===== src/rtl/core/assert_macros.svh =====
// ----------------------------------------------------------------------------
// assert_macros.svh
// Shared concurrent assertion macros for the RTL in this folder.
// ----------------------------------------------------------------------------
`ifndef ASSERT_MACROS_SVH
`define ASSERT_MACROS_SVH

// Same-cycle implication, disabled while reset is asserted
`define ASSERT_IMPLIES(label, clk, rstn, ante, cons) \
    label: assert property (@(posedge clk) disable iff (!(rstn)) (ante) |-> (cons)) \
        else $error("assertion failed: label");

// Next-cycle implication, disabled while reset is asserted
`define ASSERT_NEXT(label, clk, rstn, ante, cons) \
    label: assert property (@(posedge clk) disable iff (!(rstn)) (ante) |=> (cons)) \
        else $error("assertion failed: label");

`endif


===== src/rtl/core/mdsa_pkg.sv =====
// ----------------------------------------------------------------------------
// mdsa_pkg
// Constants and calendar helpers for the monthly date step adder.
// ----------------------------------------------------------------------------
`timescale 1ns / 1ps

package mdsa_pkg;

    localparam int YEAR_W   = 14;
    localparam int MONTH_W  = 4;
    localparam int DAY_W    = 5;
    localparam int STEP_W   = 16;
    // month index: year * 12 + month - 1 + step, signed
    localparam int TOTAL_W  = 20;

    localparam int MONTHS_PER_YEAR = 12;
    localparam int ANCHOR_DAY      = 24;
    localparam int YEAR_MIN        = 1400;
    localparam int YEAR_MAX        = 9999;
    localparam int TOTAL_MIN       = YEAR_MIN * MONTHS_PER_YEAR;
    localparam int TOTAL_MAX       = YEAR_MAX * MONTHS_PER_YEAR + MONTHS_PER_YEAR - 1;

    // ceil(2^17 / 3): exact x / 3 for x below 2^15
    localparam int RECIP_3   = 43691;
    // ceil(2^19 / 100): exact x / 100 for x below 2^14
    localparam int RECIP_100 = 5243;

    localparam logic [MONTH_W-1:0] MON_JAN = 4'd1;
    localparam logic [MONTH_W-1:0] MON_FEB = 4'd2;
    localparam logic [MONTH_W-1:0] MON_APR = 4'd4;
    localparam logic [MONTH_W-1:0] MON_JUN = 4'd6;
    localparam logic [MONTH_W-1:0] MON_SEP = 4'd9;
    localparam logic [MONTH_W-1:0] MON_NOV = 4'd11;
    localparam logic [MONTH_W-1:0] MON_DEC = 4'd12;

    // Gregorian leap year; century test via reciprocal multiply
    function automatic logic leap_year(input logic [YEAR_W-1:0] y);
        logic [26:0]       prod;
        logic [7:0]        cent;
        logic [YEAR_W-1:0] rem;
        prod = 27'(y) * 27'(RECIP_100);
        cent = prod[26:19];
        rem  = y - YEAR_W'(YEAR_W'(cent) * YEAR_W'(100));
        return (y[1:0] == 2'b00) && ((rem != '0) || (cent[1:0] == 2'b00));
    endfunction

    // Days in month m (1..12)
    function automatic logic [DAY_W-1:0] month_len(input logic [MONTH_W-1:0] m,
                                                   input logic leap);
        logic [DAY_W-1:0] d;
        case (m) inside
            MON_FEB:                          d = leap ? 5'd29 : 5'd28;
            MON_APR, MON_JUN, MON_SEP, MON_NOV: d = 5'd30;
            default:                          d = 5'd31;
        endcase
        return d;
    endfunction

endpackage


===== src/rtl/core/monthly_date_step_add_core.sv =====
// ----------------------------------------------------------------------------
// monthly_date_step_add_core
// Throughput: one beat per cycle; two pipeline stages stall together when
// the result beat is not taken (s_ready = !m_valid || m_ready).
// Reset: synchronous active-low aresetn clears the stage valid bits only.
// ----------------------------------------------------------------------------
`timescale 1ns / 1ps

`include "assert_macros.svh"

module monthly_date_step_add_core
    import mdsa_pkg::*;
(
    input  logic                      aclk,
    input  logic                      aresetn,
    // input channel
    input  logic                      s_valid,
    output logic                      s_ready,
    input  logic [YEAR_W-1:0]         s_start_year,
    input  logic [MONTH_W-1:0]        s_start_month,
    input  logic [DAY_W-1:0]          s_start_day,
    input  logic signed [STEP_W-1:0]  s_months_to_add,
    // result channel
    output logic                      m_valid,
    input  logic                      m_ready,
    output logic [YEAR_W-1:0]         m_result_year,
    output logic [MONTH_W-1:0]        m_result_month,
    output logic [DAY_W-1:0]          m_result_day,
    output logic                      m_out_of_range
);

    // pipeline advance
    logic adv;
    assign adv     = !m_valid || m_ready;
    assign s_ready = adv;

    // ---------------- stage 1: month index, year/month split ----------------
    logic [MONTH_W-1:0]        mon_c;
    logic [17:0]               y12;
    logic signed [TOTAL_W-1:0] total;
    logic                      oor;
    logic [16:0]               t17;
    logic [30:0]               prod3;
    logic [YEAR_W-1:0]         ny;
    logic [16:0]               ny12;
    logic [16:0]               rem17;
    logic [MONTH_W-1:0]        nm;
    logic [DAY_W-1:0]          old_len;

    always_comb begin
        // clamp month to 1..12
        if (s_start_month < MON_JAN) begin
            mon_c = MON_JAN;
        end else if (s_start_month > MON_DEC) begin
            mon_c = MON_DEC;
        end else begin
            mon_c = s_start_month;
        end
        y12   = {1'b0, s_start_year, 3'b000} + {2'b00, s_start_year, 2'b00};
        total = $signed({2'b00, y12})
              + $signed({{(TOTAL_W-MONTH_W){1'b0}}, mon_c - MON_JAN})
              + $signed({{(TOTAL_W-STEP_W){s_months_to_add[STEP_W-1]}}, s_months_to_add});
        oor   = (total < $signed(TOTAL_W'(TOTAL_MIN))) ||
                (total > $signed(TOTAL_W'(TOTAL_MAX)));
        // divide by 12 as (total >> 2) / 3
        t17   = total[16:0];
        prod3 = 31'(t17[16:2]) * 31'(RECIP_3);
        ny    = prod3[30:17];
        ny12  = {ny, 3'b000} + 17'({ny, 2'b00});
        rem17 = t17 - ny12;
        nm    = rem17[MONTH_W-1:0] + MON_JAN;
        old_len = month_len(mon_c, leap_year(s_start_year));
    end

    logic                a_valid_reg;
    logic                a_oor_reg;
    logic [YEAR_W-1:0]   a_year_reg;
    logic [MONTH_W-1:0]  a_month_reg;
    logic [DAY_W-1:0]    a_day_reg;
    logic [DAY_W-1:0]    a_old_len_reg;

    always_ff @(posedge aclk) begin
        if (!aresetn) begin
            a_valid_reg <= 1'b0;
        end else if (adv) begin
            a_valid_reg <= s_valid;
        end
    end

    always_ff @(posedge aclk) begin
        if (adv) begin
            a_oor_reg     <= oor;
            a_year_reg    <= ny;
            a_month_reg   <= nm;
            a_day_reg     <= s_start_day;
            a_old_len_reg <= old_len;
        end
    end

    // ---------------- stage 2: anchored day ----------------
    logic [DAY_W-1:0]   new_len;
    logic [DAY_W-1:0]   year_next_unused_day;
    logic [YEAR_W-1:0]  year_next;
    logic [MONTH_W-1:0] month_next;
    logic [DAY_W-1:0]   day_next;

    always_comb begin
        new_len = month_len(a_month_reg, leap_year(a_year_reg));
        if (a_day_reg < DAY_W'(ANCHOR_DAY)) begin
            year_next_unused_day = a_day_reg;
        end else if (a_day_reg > a_old_len_reg) begin
            // start day past its month end: saturate at new month end
            year_next_unused_day = new_len;
        end else begin
            year_next_unused_day = new_len - (a_old_len_reg - a_day_reg);
        end
        if (a_oor_reg) begin
            year_next  = '0;
            month_next = '0;
            day_next   = '0;
        end else begin
            year_next  = a_year_reg;
            month_next = a_month_reg;
            day_next   = year_next_unused_day;
        end
    end

    logic                m_valid_reg;
    logic                m_oor_reg;
    logic [YEAR_W-1:0]   m_year_reg;
    logic [MONTH_W-1:0]  m_month_reg;
    logic [DAY_W-1:0]    m_day_reg;

    always_ff @(posedge aclk) begin
        if (!aresetn) begin
            m_valid_reg <= 1'b0;
        end else if (adv) begin
            m_valid_reg <= a_valid_reg;
        end
    end

    always_ff @(posedge aclk) begin
        if (adv) begin
            m_oor_reg   <= a_oor_reg;
            m_year_reg  <= year_next;
            m_month_reg <= month_next;
            m_day_reg   <= day_next;
        end
    end

    assign m_valid        = m_valid_reg;
    assign m_out_of_range = m_oor_reg;
    assign m_result_year  = m_year_reg;
    assign m_result_month = m_month_reg;
    assign m_result_day   = m_day_reg;

    // ---------------- assertions ----------------
    `ASSERT_IMPLIES(a_oor_zero, aclk, aresetn, m_valid && m_out_of_range, (m_result_year == '0) && (m_result_month == '0) && (m_result_day == '0))
    `ASSERT_IMPLIES(a_month_ok, aclk, aresetn, m_valid && !m_out_of_range, (m_result_month >= MON_JAN) && (m_result_month <= MON_DEC))
    `ASSERT_IMPLIES(a_year_ok, aclk, aresetn, m_valid && !m_out_of_range, (m_result_year >= YEAR_W'(YEAR_MIN)) && (m_result_year <= YEAR_W'(YEAR_MAX)))
    `ASSERT_NEXT(a_stage_moves, aclk, aresetn, a_valid_reg && adv, m_valid)
    `ASSERT_NEXT(a_stage_holds, aclk, aresetn, a_valid_reg && !adv, a_valid_reg)

endmodule

===== config.mk =====
export PLATFORM = sky130hd
export DESIGN_NAME = monthly_date_step_add_core
export DESIGN_NICKNAME = d
export VERILOG_FILES = /design/src/rtl/core/mdsa_pkg.sv /design/src/rtl/core/monthly_date_step_add_core.sv
export VERILOG_INCLUDE_DIRS = /design/src /design/src/rtl/core
export SDC_FILE = /design/constraint.sdc
export NUM_CORES = 1
export LEC_CHECK = 0
export BUFFER_PORTS_ARGS = -buffer_cell sky130_fd_sc_hd__buf_4
export CORE_UTILIZATION = 25
export DETAILED_ROUTE_END_ITERATION = 16
export GPL_TIMING_DRIVEN = 0
export MAX_ROUTING_LAYER = met4
export PLACE_DENSITY = 0.45
export SYNTH_ARGS = -nofsm -noshare
export SYNTH_HDL_FRONTEND = slang
export SYNTH_SLANG_ARGS = --single-unit
export TNS_END_PERCENT = 1

===== constraint.sdc =====
create_clock -name aclk -period 14.5 [get_ports aclk]
set_input_delay 2.175 -clock aclk [delete_from_list [all_inputs] [get_ports aclk]]
set_output_delay 2.175 -clock aclk [all_outputs]
set_load 0.1 [all_outputs]

==> flow_summary.yaml, run 1 <==
floorplan:
  fp-row-count: 92
  die_x_um: 256.3
  ioPinCount: 69
  die-area_um2: 65700
  core_um2: 63540
  start_util: 0.2545
  die-height_um: 256.3
synth:
  synth_edf_count: 50
  netlist-cell-type-count: 74
  netlist_area_um2: 16170
  ys_ff_latch: 52
  yosysSeqAreaShare: 0.09533
  synthesis.nets: 2340
  ys_warn_count: 0
  ys.flop_type: "edfxtp_1"
  syn_inst: 1661
  synth-async-reset-ratio: 0
  syn_area_per_cell_um2: 9.735
detailed_routing:
  routed_wl_um: 35420
  drt_iter0_markers: 349
  wl_per_cell_um: 13.71
  dr_total_vias: 11140
  ant_nets: 0
  drc: 0
  drt_first_pass_iters: 6
  viasPerCell: 4.312
cells_and_area:
  syn_to_final_growth_pct: 10.83
  postLayoutCoreUtil: 0.2820
  drive_above_1_share: 0.05987
  regArea_um2: 1541
  final_common_cell: "ha_1"
  final_area_um2: 17920
  final_cell_count_no_fill: 2584
  nNetsFinal: 2415
  layout_common_cells: "436 x ha_1, 410 x inv_1, 200 x fa_1"
  multi_input_area_um2: 13040
  nFillCells: 6777
hold_path:
  hold_path_class: "register to register"
  holdPathStages: 2
clock_network:
  clk_pin_slew_ns: 0.08
  numCtsBuffers: 5
  htree_levels: 2
  cts_resized: 0
  postCtsSetupRepairBufs: 0
  clockBufferDepth: 2
  cts_tree: "built"
  root_buffer: "clkbuf_16"
  cts_hold_buf: 0
  clock-sinks: 52
  worstSkewPairLatency_ns: 0.31
run_status:
  status: "completed"
global_routing:
  overflow: 0
  grtUsageTotal: 0.1154
  grt_start_max_net_pins: 35
  grt_pass1_vias: 11830
  grt_pass1_wl_um: 60040
  antenna_found_initial: 2
sta:
  fmax_mhz: 76.85
  worst_pin_slew_ns: 1.246
  slew_violations: 0
  finalSetupViolations: 0
  period_minus_slack_ns: 13.01
  tns_ns: 0
  rsz0062_at_grt: "no"
  min_period_over_period: 0.8975
  hold_violations: 0
  maxSlewHeadroom: 0.1675
  finClkSkew_ns: 0.009548
critical_path:
  slowest_stage: "fa_1"
  crit_type: "input pin to register"
  ff2ff_path_depth: 45
  critPathMaxFanout: 5
  setup.worst_path.start_class: "input pin"
  cp.arrival_ns: 13.06
  worstPathRequired_ns: 14.55
  cp_slowest_stage_delay_ns: 0.59
  critPathCaptureType: "register"
  cpMostUsedCell: "ha_1"
placement:
  gp_congestion: 0.8320
  place_area_um2: 17750
  port_buffers: 67
  dp_hpwl_um: 31770
  place_inst: 2575
flow_run:
  cap_violations: 0
[through the flow]
| step | hold WS [ns] | worst slack (ns) |
|---|---|---|
| 6_report | 0.4647 | 1.487 |
| 5_1_grt | 0.4940 | 0.4491 |
| 4_1_cts | 0.4749 | 1.314 |
| 3_5_place_dp | 0.4631 | 1.059 |
| 3_3_place_gp | 0.4420 | 1.153 |
| 2_1_floorplan | 0.4344 | 2.467 |
[metal layers]
metal	global-route usage	wire length (um)
met1	0.1542	17200
met2	0.1940	17090
met3	0.007315	754
met4	0.01813	369
met5	-	0
[cells in the mapped netlist (all sizes together), types with 4 or more instances]
| cell type | n | area (um2) |
|---|---|---|
| a31o | 4 | 35.03 |
| ha | 436 | 5455 |
| clkbuf | 8 | 32.53 |
| nor4 | 5 | 37.53 |
| nor2b | 18 | 112.6 |
| nand2 | 39 | 146.4 |
| nor2 | 77 | 289.0 |
| o41ai | 5 | 70.08 |
| edfxtp | 50 | 1501 |
| a211oi | 8 | 60.06 |
| o22a | 4 | 35.03 |
| o21bai | 13 | 97.59 |
| o21a | 15 | 112.6 |
| fa | 200 | 4004 |
| nor3 | 21 | 105.1 |
| a311oi | 4 | 35.03 |
| a211o | 5 | 43.79 |
| a31oi | 10 | 62.56 |
| or2 | 8 | 50.05 |
| and3 | 5 | 32.53 |
| and2 | 6 | 40.04 |
| or4 | 6 | 45.04 |
| xor2 | 29 | 254.0 |
| a21oi | 58 | 294.0 |
| nand4 | 8 | 50.05 |
| inv | 410 | 1539 |
| nand2b | 9 | 56.30 |
| o2111ai | 7 | 61.31 |
| o21ai | 30 | 150.1 |
| o211ai | 9 | 67.56 |
| nand3 | 18 | 90.09 |
| a21o | 24 | 180.2 |
| xnor2 | 62 | 543.0 |
[path summary, 6_finish.rpt]
check	to	from	slack [ns]
worst min register to register	m_valid	a_valid_reg	0.46
worst min-delay path	m_valid	a_valid_reg	0.46
worst max register to register	m_result_day[4]	a_year_reg[3]	2.75
worst max-delay path	a_month_reg[3]	s_start_month[1]	1.49
[logic make-up (layout without fill, tap and decap cells)]
family          after synthesis  in the layout  share of synthesized area
buf+inv                     420            496                    0.09812
compound gates              218            218                    0.09263
xor+xnor                     92             92                    0.05068
mux                           5              5                   0.003327
fa+ha+maj                   636            636                     0.5850
flops                        52             52                    0.09533
other cells                   0              1                          0
simple gates                238            238                    0.07491
[worst max-delay path: cells and delay by family]
kind            cells  cell delay (ns)
xor+xnor            8             1.36
fa+ha+maj          14             5.06
compound gates     14             2.77
buf+inv             5             0.41
simple gates        9             1.28
[layout make-up]
type / count / area share
Antenna cell: 1 / 0.0001396
Buffer: 10 / 0.002653
Clock buffer: 6 / 0.007192
Clock inverter: 2 / 0.001955
Inverter: 410 / 0.08588
Multi-Input combinational cell: 1189 / 0.7279
Sequential cell: 52 / 0.08602
Tap cell: 846 / 0.05907
Timing Repair Buffer: 68 / 0.02919
Power of run 1 is left out: the tool's default activity adds up to more than one toggle a clock period on the data nets, which glitch-free logic cannot reach.
==> run 2: changes to the inputs <==
==> constraint.sdc (replaced) <==
create_clock -name aclk -period 14.5 [get_ports aclk]
set_input_delay 2.9 -clock aclk [delete_from_list [all_inputs] [get_ports aclk]]
set_output_delay 2.9 -clock aclk [all_outputs]
set_load 0.1 [all_outputs]
==> flow_summary.yaml, run 2 (synthesis gave the netlist of run 1 again) <==
cells_and_area:
  final_common_cell: "ha_1"
  multi_input_area_um2: 13050
  drive_above_1_share: 0.06153
  postLayoutCoreUtil: 0.2823
  syn_to_final_growth_pct: 10.93
  regArea_um2: 1541
  nFillCells: 6778
  nNetsFinal: 2417
  layout_common_cells: "436 x ha_1, 410 x inv_1, 200 x fa_1"
critical_path:
  setup.worst_path.start_class: "input pin"
  slowest_stage: "fa_1"
  critPathCaptureType: "register"
  worstPathRequired_ns: 14.55
  critPathMaxFanout: 5
  cpMostUsedCell: "ha_1"
  cp_slowest_stage_delay_ns: 0.54
  cp_num_buf_inv: 6
  cp.arrival_ns: 13.54
  crit_type: "input pin to register"
  crit_family: "adder cells"
sta:
  fmax_mhz: 74.14
  fin_ws_ns: 1.011
  finalSetupViolations: 0
  period_minus_slack_ns: 13.49
  maxSlewHeadroom: 0.1557
  hold_violations: 0
  rsz0062_at_grt: "no"
  tns_ns: 0
  worst_pin_slew_ns: 1.263
  finClkSkew_ns: 0.01003
  slew_violations: 0
  min_period_over_period: 0.9303
global_routing:
  grt_start_max_net_pins: 35
  use_met3: 0.007315
  grt_busiest_layer: "met2"
  antenna_found_initial: 2
  grt_pass1_wl_um: 60040
  grt_pass1_vias: 11830
  grtUsageTotal: 0.1154
  overflow: 0
  grtUsageMet2: 0.1940
  gr-usage-met1: 0.1542
hold_path:
  hold_path_class: "register to register"
placement:
  dp_hpwl_um: 31770
  port_buffers: 67
  gp_congestion: 0.8320
  dp_slack_ns: 0.3343
clock_network:
  clock-sinks: 52
  cts_hold_buf: 0
  root_buffer: "clkbuf_16"
  clk_pin_slew_ns: 0.08
  numCtsBuffers: 5
  worstSkewPairLatency_ns: 0.31
  clockBufferDepth: 2
  htree_levels: 2
  cts_tree: "built"
detailed_routing:
  wl_per_cell_um: 13.69
  viasPerCell: 4.306
  drt_first_pass_iters: 5
  dr_total_vias: 11140
  drt_iter0_markers: 346
  routed_wl_um: 35400
  ant_nets: 0
  drc: 0
floorplan:
  die_x_um: 256.3
  core_um2: 63540
  start_util: 0.2545
  die-area_um2: 65700
  die-height_um: 256.3
  fp-row-count: 92
  ioPinCount: 69
flow_run:
  cap_violations: 0
run_status:
  status: "completed"
-- run 2: cell types whose count changed in the layout (fill, tap and decap cells not counted) --
cell | before | now
o21ai_0 | 30 | 29
nor2_1 | 77 | 76
nor2_2 | 0 | 1
o21ai_1 | 0 | 1
buf_4 | 67 | 69
-- run 2: path summary, 6_finish.rpt --
path | endpoint | cells after the start | from | slack [ns]
worst min-delay path | m_valid | 2 | a_valid_reg | 0.46
worst max-delay path | a_month_reg[3] | 51 | s_start_month[1] | 1.01
worst max register to register | m_result_day[4] | 46 | a_year_reg[3] | 2.72
worst min register to register | m_valid | 2 | a_valid_reg | 0.46
-- run 2: area by class of cell --
class,instances,area share
Multi-Input combinational cell,1189,0.7273
Sequential cell,52,0.08594
Inverter,410,0.08580
Tap cell,846,0.05901
Timing Repair Buffer,70,0.02999
Clock buffer,6,0.007185
Buffer,10,0.002651
Clock inverter,2,0.001953
Antenna cell,1,0.0001395
-- run 2: per-layer routing --
layer / share of wire / routed length [um]
met5: 0 / 0
met4: 0.010 / 359
met3: 0.018 / 653
met2: 0.48 / 17100
met1: 0.49 / 17280
-- run 2: timing repair --
item                                   in CTS  in global routing
endpoints found under the hold margin       0                  0
setup buffers                               0                  2
gates resized for setup                     0                  2
setup endpoints to repair                   0                  1
-- run 2: metrics by stage --
step / instance area, um2 / instances / hold slack (ns)
after global placement: 17730 / 2574 / 0.4420
after global routing: 17940 / 2586 / 0.4940
after floorplan: 16170 / 1661 / 0.4344
final: 17940 / 2586 / 0.4648
after detailed placement: 17750 / 2575 / 0.4631
after CTS: 17920 / 2583 / 0.4749
-- run 2: worst register-to-register path, delay by kind of cell (launching register included) --
kind,cells,cell delay (ns)
AOI/OAI and AO/OA,12,2.90
buffers and inverters,10,0.96
and+or+nand+nor,7,1.54
DFF,1,0.66
xor gates and xnor gates,3,0.62
adders and majority gates,14,4.92
Power of run 2 is left out for the same reason.
